<file path="config.mk">
export PLATFORM = sky130hd
export DESIGN_NAME = mtsc_ram
export DESIGN_NICKNAME = d
export VERILOG_FILES = /design/src/assert_macros.svh /design/src/mtsc_ram.sv
export SDC_FILE = /design/constraint.sdc
export NUM_CORES = 1
export LEC_CHECK = 0
export ABC_AREA = 1
export ABC_CLOCK_PERIOD_IN_PS = 1500
export BUFFER_PORTS_ARGS = -buffer_cell sky130_fd_sc_hd__buf_4
export CORE_MARGIN = 2
export CORE_UTILIZATION = 40
export DETAILED_ROUTE_END_ITERATION = 6
export SLEW_MARGIN = 20
export SYNTH_ARGS = -nofsm -noshare
export SYNTH_HDL_FRONTEND = slang
export SYNTH_SLANG_ARGS = --single-unit
export TNS_END_PERCENT = 10
</file>
<file path="constraint.sdc">
create_clock -name i_clk -period 1.5 [get_ports i_clk]
set_input_delay 0.3 -clock i_clk [delete_from_list [all_inputs] [get_ports i_clk]]
set_output_delay 0.3 -clock i_clk [all_outputs]
set_load 0.01 [all_outputs]
</file>
<file path="src/assert_macros.svh">
// assertion macros shared by the rtl files
// no dependencies
`ifndef ASSERT_MACROS_SVH
`define ASSERT_MACROS_SVH

// property must hold at every edge out of reset
`define MTSC_ASSERT(lbl, clk, rstn, prop, msg) \
    lbl: assert property (@(posedge clk) disable iff (!rstn) (prop)) else $error(msg);

// expression must never be true out of reset
`define MTSC_NEVER(lbl, clk, rstn, expr, msg) \
    lbl: assert property (@(posedge clk) disable iff (!rstn) !(expr)) else $error(msg);

`endif

</file>
<file path="src/mtsc_ram.sv">
// generic single write, single read ram with registered read data
// no dependencies
module mtsc_ram #(
    parameter int WIDTH = 8,
    parameter int DEPTH = 16,
    localparam int AW = (DEPTH > 1) ? $clog2(DEPTH) : 1
) (
    input  logic             i_clk,
    input  logic             i_we,
    input  logic [AW-1:0]    i_waddr,
    input  logic [WIDTH-1:0] i_wdata,
    input  logic [AW-1:0]    i_raddr,
    output logic [WIDTH-1:0] o_rdata
);

    logic [WIDTH-1:0] r_mem [DEPTH];

    always_ff @(posedge i_clk) begin
        if (i_we) begin
            r_mem[i_waddr] <= i_wdata;
        end
        o_rdata <= r_mem[i_raddr];
    end

endmodule

</file>
Word level (Yosys, flattened, before mapping)
Memory sizes are Yosys's and may differ from the RTL's. A register that Yosys moved wholly into a read port is not among the register bits.
Cells that the tools add are included.
Word-level totals
  flip-flop bits (word level): 0
  bits in writable memories: 128
  bits of input ports: 18
  logic and storage cells: 3
  memories: 1
Operators by class
  mux-type cells: 2
Memory list
  r_mem: depth 16, bits a word 8, rd ports 1, clocked after Yosys merged registers in 1, wr ports 1, line mtsc_ram.sv:16  | logic [WIDTH-1:0] r_mem [DEPTH];
Operators by type and width (count)
  $mux W1: 2

Depth between registers and ports, before layout
Gate-level depths: netlist of the first run.
  depth in word-level cells: 2
  gate-level depth with buffers: 8
  gate-level depth less buffers: 7

Worst setup path before layout of the first run
OpenSTA, ideal clock, no wires.
  path type: in2reg
  from: in i_waddr[2]
  to: mem r_mem[10][0] (enable)
  arrival time: 0.881 ns
  slack: 0.249 ns
  cell stages on the path: 2
  path buffers: 0
  path through: nand3b_1 -> nor2_1
RTL lines
  start: declaration: line mtsc_ram.sv:10  | input logic [AW-1:0] i_waddr,
  end: declaration: line mtsc_ram.sv:16
No word-level cell before the write port.

Final worst setup path of the first run
  from: reg o_rdata[7], read port of r_mem
  to: out o_rdata[7]
RTL lines
  start: declaration: line mtsc_ram.sv:13  | output logic [WIDTH-1:0] o_rdata
No word-level cell between the ends.

==> flow_metrics.tcl, run 1 <==
set metrics [dict create \
    drc 0 \
    tritoncts "done" \
    instances_no_fill 789 \
    synth_cell_types 12 \
    final_nets 614 \
    layout_commonest_cell "nand2_1" \
    synth_warnings 0 \
    worst_hold_path_type "in -> reg" \
    mapped_nets 569 \
    synth_area_sq_um 5767 \
    worst_path_max_delay_cell "dfxtp_1" \
    routabilityCongestion 0.7965 \
    worst_setup_hold_path_clk_slew_ns 0.06 \
    synthesis.instances 551 \
    floorplan.core_area_sq_um 13990 \
    grt_antenna_before_repair 0 \
    synthToLayoutAreaGrowth_pct 19.20 \
    outcome "complete, no violations" \
    design_area_sq_um 6874 \
    achievable-frequency_mhz 828.1 \
    critPathKind "reg -> out" \
    yosys_register_bits 136 \
    post_cts_setup_bufs 0 \
    cts-resized-gates 0 \
    powerDensity_nw_per_um2 1325 \
    power.ir.vdd_worst_uv 664.2 \
    clock_latency_ns 0.41 \
    root_cell_of_the_clock_tree "clkbuf_16" \
    port-buffer-count 25 \
    timing.final.crit_share_pct 80.51 \
    die_height_microns 124.1 \
    timing.critical_path.required_ns 1.20 \
    cts_made_buffers 17 \
    worstPathCellList "buf_4" \
    chipWidth_microns 124.1 \
    finalSetupTns_ns 0 \
    tritoncts_num_sinks 136 \
    clk_buf_depth 2 \
    drv.max_cap_violation_count 0 \
    detailedRoute.firstIterationViolations 367 \
    dpl.cell_count 757 \
    final.setup_skew_ns 0.006818 \
    cp_top_family "flip-flops" \
    timing_worst_slew_pin_value_ns 0.3019 \
    minimum_clock_period_ns 1.208 \
    vias_after_detailed_routing 3858 \
    drt-vias-per-instance 4.890 \
    synth_sequential_area_ratio_pct 69.43 \
    postRouteAntennaNets 0 \
    initial_core_util_pct 41.23 \
    global_route_wire_length_before_repair_microns 20030 \
    timing.critical_path.fanout_max 1 \
    grt_pass1_vias 3695 \
    die_area_sq_um 15390 \
    drive_gt1_share_pct 13.46 \
    post_drt_wl_per_cell_microns 16.46 \
    setup.worst_path.start_class "register" \
    power.static_leakage_nw 2.986 \
    finalSetupViolations 0 \
    floorplan.io_pins 26 \
    critical_path.n_buffers_inverters 1 \
    finish.utilization_pct 49.14 \
    dp.final_hpwl_microns 8100 \
    drt_first_pass_iters 5 \
    total_grt_overflow 0 \
    grt.total_usage_pct 18.20 \
    slew_headroom_pct 79.88 \
    worst-endpoint-arrival_ns 0.91 \
    report.final.slew_viol_count 0 \
    dpl-instance-area_sq_um 6264 \
    final_number_of_hold_violating_endpoints 0 \
    post_cts_hold_buffer_count 0 \
    rsz0062_at_grt "no" \
    grt_max_degree 65 \
    setup.worst_path.end_class "output port" \
    syn_avg_cell_area_sq_um 10.47 \
    max_stage_delay_ns 0.36 \
    cts_htree_levels 4 \
    most_frequent_cells_in_the_layout "nand2_1 (173), edfxtp_1 (128), inv_1 (100), nand3_1 (97), buf_4 (45)" \
    route.final.wire_length_microns 12990 \
    placementRows 43 \
    diodes 0 \
]
-- through the flow --
stage	hold WS [ns]	total power [W]	setup slack [ns]
2_1_floorplan	0.3989	0.004660	0.2492
3_3_place_gp	0.6315	0.004925	0.1388
3_5_place_dp	0.6400	0.004935	0.1236
4_1_cts	0.2180	0.009155	0.2728
5_1_grt	0.2265	0.009379	0.2619
6_report	0.2260	0.009109	0.2923
-- flip-flops by register name, summed over array words and instances (netlist names) --
register	flops
r_mem	128
o_rdata	8
-- per-layer routing --
metal	track usage [%]	routed length [microns]	part of all wire (%)	up-vias
met5	0	0	0	-
met4	8.076	370	2.8	0
met3	4.167	747	5.8	21
met2	28.28	6087	47	159
met1	24.49	5780	45	1818
li1	-	-	-	1860
-- final cells by class --
cell class | count | area [sq um]
Clock buffer | 18 | 429.2
Clock inverter | 14 | 181.4
Fill cell | 1251 | 7114
Inverter | 102 | 382.9
Multi-Input combinational cell | 289 | 1214
Sequential cell | 136 | 4004
Tap cell | 180 | 225.2
Timing Repair Buffer | 50 | 437.9
-- path summary, 6_finish.rpt --
kind / end / slack [ns] / depth (start not counted) / from
min reg2reg: o_rdata[6] / 0.66 / 6 / r_mem[2][6]
max: o_rdata[7] / 0.29 / 1 / o_rdata[7]
min: o_rdata[0] / 0.23 / 3 / i_raddr[3]
max reg2reg: o_rdata[2] / 0.47 / 6 / r_mem[3][2]
-- kinds of logic (layout without fill, tap and decap cells) --
group	Yosys count	count (layout)	share of synthesized area, %
buffers and inverters	126	184	9.525
AND/OR/NAND/NOR	289	289	21.05
flip-flops	136	136	69.43
-- synthesized netlist by cell type --
master,count,area [sq um]
inv_1,100,375.4
buf_1,1,3.750
nand3_1,97,485.5
dfxtp_1,8,160.2
buf_2,13,65.06
buf_6,6,67.56
inv_2,2,7.510
nand3b_1,2,15.01
nand2_1,173,649.4
edfxtp_1,128,3844
nor2_1,17,63.81
buf_4,4,30.03
-- power breakdown --
part | total [W] | switching (W) | internal (W) | leakage (nW)
registers | 0.00428 | 0.0000274 | 0.00425 | 1.22
logic | 0.000577 | 0.000378 | 0.000199 | 1.46
clock network | 0.00426 | 0.00149 | 0.00276 | 0.297
Power figures use the tool's default switching activity.
==> inputs of run 2 (changes only) <==
--- a/config.mk
+++ b/config.mk
@@ -5,8 +5,8 @@
 export SDC_FILE = /design/constraint.sdc
 export NUM_CORES = 1
 export LEC_CHECK = 0
-export ABC_AREA = 1
-export ABC_CLOCK_PERIOD_IN_PS = 1500
+export ABC_AREA = 0
+export ABC_CLOCK_PERIOD_IN_PS = 1000
 export BUFFER_PORTS_ARGS = -buffer_cell sky130_fd_sc_hd__buf_4
 export CORE_MARGIN = 2
 export CORE_UTILIZATION = 40
==> constraint.sdc (replaced) <==
create_clock -name i_clk -period 1 [get_ports i_clk]
set_input_delay 0.2 -clock i_clk [delete_from_list [all_inputs] [get_ports i_clk]]
set_output_delay 0.2 -clock i_clk [all_outputs]
set_load 0.01 [all_outputs]
==> run 2 against run 1 <==
  * Global-route usage shrank 2.1 points
  * Clock power grew 37%
  * Sequential power rose by 50%
  * Worst setup slack lost 0.60 ns
  * Largest cell class unchanged
  * Largest power group unchanged
  * Clock-buffer cell count unchanged
  * Critical endpoint is now o_rdata[5]
  * First-iteration DRC count fell by 35%
  * The run now ends with negative setup slack left
==> flow_metrics.tcl, run 2 <==
set metrics [dict create \
    outcome "finished with violations" \
    failed_checks "negative setup slack" \
    design_area_sq_um 6500 \
    synth_cell_types 19 \
    powerDensity_nw_per_um2 2010 \
    timing_worst_slew_pin_value_ns 0.8280 \
    worst_setup_hold_path_clk_slew_ns 0.06 \
    global_route_wire_length_before_repair_microns 15720 \
    power.static_leakage_nw 2.170 \
    grt_antenna_before_repair 0 \
    layout.filler_cells 992 \
    detailedPlace.worstSlack_ns -0.6338 \
    drc 0 \
    flip_flop_count_of_the_largest_register_after_layout 128 \
    layout_commonest_cell "edfxtp_1" \
    synth_top_cells_by_count "edfxtp_1 (128), mux4_2 (18), a22oi_1 (16)" \
    worstHoldEndpoint "r_mem[12][7]" \
    async_flop_share_pct 0 \
    rrSetupSlack_ns -0.31 \
    final.setup_skew_ns 0.003596 \
    dpl-instance-area_sq_um 5869 \
    most_frequent_cells_in_the_layout "edfxtp_1 (128), buf_4 (47), mux4_2 (32), clkbuf_16 (17)" \
    mapped_nets 247 \
    floorplan.core_area_sq_um 12570 \
    worstHoldStart "i_wdata[7]" \
    timing.critical_path.required_ns 1.30 \
    worst-endpoint-arrival_ns 1.61 \
    top_cells_by_area_synth "edfxtp_1 (75%), mux4_2 (7.9%), mux4_1 (7.1%), dfxtp_1 (3.1%), a22oi_1 (2.3%)" \
    synth_warnings 0 \
    grt_max_degree 17 \
    dominantRegCellSynth "edfxtp_1" \
    final_number_of_hold_violating_endpoints 0 \
    timing.final.crit_share_pct 130.9 \
    minimum_clock_period_ns 1.309 \
    chipWidth_microns 117.4 \
    route.final.wire_length_microns 10300 \
    min_delay_path_depth 1 \
    critPathKind "reg -> reg" \
    grt_pass1_vias 2587 \
    routabilityCongestion 0.7235 \
    top_regs "r_mem x128, o_rdata x8" \
    postRouteAntennaNets 0 \
    drt_first_pass_iters 4 \
    detailedRoute.firstIterationViolations 237 \
    drv.max_cap_violation_count 0 \
    achievable-frequency_mhz 764.0 \
    fin_worst_hold_slack_ns 0.1031 \
    syn_avg_cell_area_sq_um 22.48 \
    yosysTopAreaCell "edfxtp_1" \
    fin_ws_ns -0.3089 \
    report.final.slew_viol_count 0 \
    clk_buf_depth 2 \
    cts_htree_levels 4 \
    post_drt_wl_per_cell_microns 21.14 \
    synth_area_sq_um 5147 \
    final_nets 320 \
    synthToLayoutAreaGrowth_pct 26.28 \
    max_flop_register "r_mem" \
    root_cell_of_the_clock_tree "clkbuf_16" \
    die_area_sq_um 13790 \
    synth_sequential_area_ratio_pct 77.78 \
    floorplan.io_pins 26 \
    die_height_microns 117.4 \
    regToRegEndpoint "o_rdata[5]" \
    clock_latency_ns 0.41 \
    diodes 0 \
    initial_core_util_pct 40.96 \
    rsz0062_at_grt "yes" \
    yosys_register_bits 136 \
    setup.worst_path.start_class "register" \
    timing.critical_path.fanout_max 1 \
    reg_to_reg_start "r_mem[3][5]" \
    placementRows 41 \
    tritoncts_num_sinks 136 \
    post_cts_hold_buffer_count 0 \
    number_of_enable_type_register_cells_in_the_synthesized_netlist 128 \
    setup.worst_path.end_class "register" \
    yosysMostFrequentCell "edfxtp_1" \
    port-buffer-count 25 \
    synth_top_area_share_pct 74.67 \
    drive_gt1_share_pct 46.03 \
    total_grt_overflow 0 \
    finalSetupTns_ns -2.394 \
    cts_made_buffers 17 \
    slew_headroom_pct 44.69 \
    grt.total_usage_pct 16.11 \
    synthesis.instances 229 \
    finalSetupViolations 16 \
    power.total_w 0.01307 \
    reg2regPathDepth 3 \
    dp.final_hpwl_microns 6712 \
    tritoncts "done" \
    power.ir.vdd_worst_uv 1136 \
    post_cts_setup_bufs 0 \
    vias_after_detailed_routing 2467 \
    drt-vias-per-instance 5.066 \
    worst_hold_path_type "in -> reg" \
]
==> run 2: changes by cell type after synthesis, sizes merged, moves of 2 or more <==
cell	change
nand2	-164
inv	-102
nand3	-96
mux4	+32
buf	-17
a22oi	+16
nor2	-4
nor3	+4
clkdlybuf4s25	+3
nand2b	+2
==> run 2: kinds of logic after synthesis <==
group / Yosys count / synth area share (%)
AO/OA/AOI/OAI: 16 / 2.334
buffers and inverters: 10 / 1.677
AND/OR/NAND/NOR: 35 / 3.184
flip-flops: 136 / 77.78
multiplexers: 32 / 15.02
==> run 2: final cells by class <==
type                       instances  area, sq um  area share, %
multi-input combinational         83         1081          16.63
timing repair buffer              64        631.9          9.721
tap                              172        215.2          3.311
clock buffer                      18        429.2          6.603
sequential                       136         4011          61.71
clock inverter                    14        131.4          2.021
==> run 2: worst max path at each step <==
stage                 from     endpoint  slack (ns)  cells after the start
4_1_cts        r_mem[3][5]   o_rdata[5]       -0.32                      3
3_3_place_gp    i_raddr[0]   o_rdata[0]       -0.65                      5
6_report       r_mem[3][5]   o_rdata[5]       -0.31                      3
5_1_grt        r_mem[3][5]   o_rdata[5]       -0.36                      3
3_5_place_dp    i_raddr[0]   o_rdata[0]       -0.63                      5
2_1_floorplan   i_waddr[2]  r_mem[0][0]       -0.30                      2
==> run 2: power breakdown <==
part           switching [W]  leakage (nW)  total, W  internal, W
clock                0.00222         0.258   0.00584      0.00362
sequential         0.0000457          1.22   0.00643      0.00638
combinational       0.000388         0.687  0.000797     0.000409
total                0.00266          2.17    0.0131       0.0104
==> run 2: critical path, cell delays in order, from the launching register on <==
cell,delay [ns]
edfxtp_1,0.39
mux4_2,0.50
a22oi_2,0.23
nand2_1,0.08
==> run 2: layer usage <==
metal	wire length (microns)	share of wire, %	track usage, %
met3	365	3.5	4.037
met4	168	1.6	6.928
met1	4634	45	21.24
met2	5126	50	25.62
met5	0	0	0
==> run 2: what timing repair did <==
item | in CTS | in global routing
gates resized for setup | 18 | 4
endpoints found under the hold margin | 0 | 0
endpoints found under the setup margin | 17 | 16
pin swaps | 5 | 0
==> run 2: through the flow <==
stage,cells,utilization (%)
floorplan,229,-
finish,487,51.72
CTS,487,51.66
detailed placement,455,46.70
global route,487,51.72
global placement,455,46.70
==> inputs of run 3 (changes only) <==
--- a/config.mk
+++ b/config.mk
@@ -5,7 +5,7 @@
 export SDC_FILE = /design/constraint.sdc
 export NUM_CORES = 1
 export LEC_CHECK = 0
-export ABC_AREA = 0
+export ABC_AREA = 1
 export ABC_CLOCK_PERIOD_IN_PS = 1000
 export BUFFER_PORTS_ARGS = -buffer_cell sky130_fd_sc_hd__buf_4
 export CORE_MARGIN = 2
==> run 3 against run 2 <==
  * The flow still finishes with violations (negative setup slack)
  * Critical path depth shrank 2
  * Via count increased by 56%
  * Die area is 12% higher
  * Non-clock buffer count fell by 7
  * Routed wire length up 32%
  * Worst setup slack better by 0.22 ns
  * Clock skew is 0.0020 ns higher
  * First-iteration DRC count up 70%
  * Largest cell class unchanged
  * Cell area increased by 8.2%
  * Sequential power barely moved
  * Combinational power grew 22%
  * Highest routed layer unchanged
==> flow_metrics.tcl, run 3 (synthesized netlist as in run 1, its figures left out) <==
set metrics [dict create \
    grt_max_degree 37 \
    final.setup_skew_ns 0.005547 \
    detailedPlace.worstSlack_ns -0.2765 \
    critical_path.n_buffers_inverters 1 \
    timing.critical_path.fanout_max 1 \
    most_frequent_cells_in_the_layout "nand2_1 (169), edfxtp_1 (128), inv_1 (99), nand3_1 (77), buf_4 (43)" \
    clock_latency_ns 0.42 \
    final_number_of_hold_violating_endpoints 0 \
    worstPathCellList "buf_6" \
    chipWidth_microns 124.1 \
    max_flop_register "r_mem" \
    setup.worst_path.start_class "register" \
    diodes 0 \
    fin_ws_ns -0.08560 \
    grt_antenna_before_repair 0 \
    total_grt_overflow 0 \
    drive_gt1_share_pct 19.81 \
    routabilityCongestion 0.8142 \
    regToRegEndpoint "o_rdata[3]" \
    drc 0 \
    report.final.slew_viol_count 0 \
    worstHoldEndpoint "r_mem[11][2]" \
    fin_worst_hold_slack_ns 0.1257 \
    reg_to_reg_start "r_mem[7][3]" \
    powerDensity_nw_per_um2 1846 \
    post_cts_setup_bufs 0 \
    timing_worst_slew_pin_value_ns 0.3733 \
    initial_core_util_pct 41.23 \
    tritoncts_num_sinks 136 \
    detailedRoute.firstIterationViolations 403 \
    rrSetupSlack_ns 0.04 \
    drv.max_cap_violation_count 0 \
    root_cell_of_the_clock_tree "clkbuf_16" \
    route.final.wire_length_microns 13610 \
    final_nets 621 \
    power.total_w 0.01298 \
    rsz0062_at_grt "yes" \
    finalSetupViolations 8 \
    tritoncts "done" \
    timing.final.crit_share_pct 108.6 \
    min_delay_path_depth 1 \
    cp_top_family "flip-flops" \
    max_stage_delay_ns 0.36 \
    failed_checks "negative setup slack" \
    drt-vias-per-instance 4.849 \
    cts_made_buffers 17 \
    worst_path_max_delay_cell "dfxtp_2" \
    power.ir.vdd_worst_uv 1233 \
    floorplan.io_pins 26 \
    slew_headroom_pct 75.09 \
    power.static_leakage_nw 3.040 \
    die_height_microns 124.1 \
    cts_htree_levels 4 \
    reg2regPathDepth 6 \
    grt_pass1_vias 3716 \
    flip_flop_count_of_the_largest_register_after_layout 128 \
    synthToLayoutAreaGrowth_pct 21.91 \
    outcome "finished with violations" \
    port-buffer-count 25 \
    achievable-frequency_mhz 921.1 \
    worst_setup_hold_path_clk_slew_ns 0.06 \
    timing.critical_path.required_ns 0.80 \
    critPathKind "reg -> out" \
    layout_commonest_cell "nand2_1" \
    worst_setup_path_startpoint "o_rdata[1]" \
    drt_first_pass_iters 5 \
    placementRows 43 \
    floorplan.core_area_sq_um 13990 \
    worst_hold_path_type "in -> reg" \
    die_area_sq_um 15390 \
    post_cts_hold_buffer_count 0 \
    vias_after_detailed_routing 3860 \
    postRouteAntennaNets 0 \
    dp.final_hpwl_microns 8463 \
    worstHoldStart "i_wdata[2]" \
    worst-endpoint-arrival_ns 0.89 \
    post_drt_wl_per_cell_microns 17.10 \
    minimum_clock_period_ns 1.086 \
    top_regs "r_mem x128, o_rdata x8" \
    clk_buf_depth 2 \
    setup.worst_path.end_class "output port" \
    global_route_wire_length_before_repair_microns 21000 \
    grt.total_usage_pct 19.19 \
]
-- run 3: layout make-up --
class	instances	area (sq um)
clock buffer	27	503.0
clock inverter	5	22.52
fill	1295	6958
inverter	102	382.9
multi-input combinational	289	1344
sequential	136	4011
tap	180	225.2
timing repair buffer	57	541.8
-- run 3: how the worst max path moves through the flow --
stage                   to  slack, ns  depth (start not counted)
4_1_cts         o_rdata[4]       -0.1                          1
3_5_place_dp    o_rdata[6]      -0.28                          9
3_3_place_gp    o_rdata[6]      -0.27                          9
6_report        o_rdata[1]      -0.09                          1
2_1_floorplan  r_mem[0][0]      -0.13                          3
5_1_grt         o_rdata[4]      -0.11                          1
-- run 3: per-layer routing --
layer / vias to the layer above / share of wire [%] / global-route usage [%] / wire, microns
met2: 91 / 49 / 30.33 / 6602
met3: 12 / 4.6 / 5.495 / 622
met5: - / 0 / 0 / 0
met4: 0 / 1.1 / 5.688 / 143
met1: 1884 / 46 / 25.82 / 6241
li1: 1873 / - / - / -
-- run 3: repair_timing --
item                       in CTS  in global routing
setup endpoints to repair      11                 16
pin swaps                       1                  3
resized for setup              17                 21
-- run 3: stage by stage --
step	cells	util [%]	setup TNS (ns)	cell area [sq um]
global route	796	50.26	-0.7303	7030
CTS	796	49.60	-0.5872	6938
global placement	764	45.47	-24.18	6361
finish	796	50.26	-0.4551	7030
floorplan	551	-	-12.32	5787
detailed placement	764	45.47	-25.35	6361
-- run 3: where the power goes --
group | leakage (nW) | switching [W] | total (W) | internal (W)
Combinational | 1.56 | 0.000612 | 0.000972 | 0.000360
Sequential | 1.22 | 0.0000519 | 0.00643 | 0.00638
Clock | 0.260 | 0.00217 | 0.00557 | 0.00340
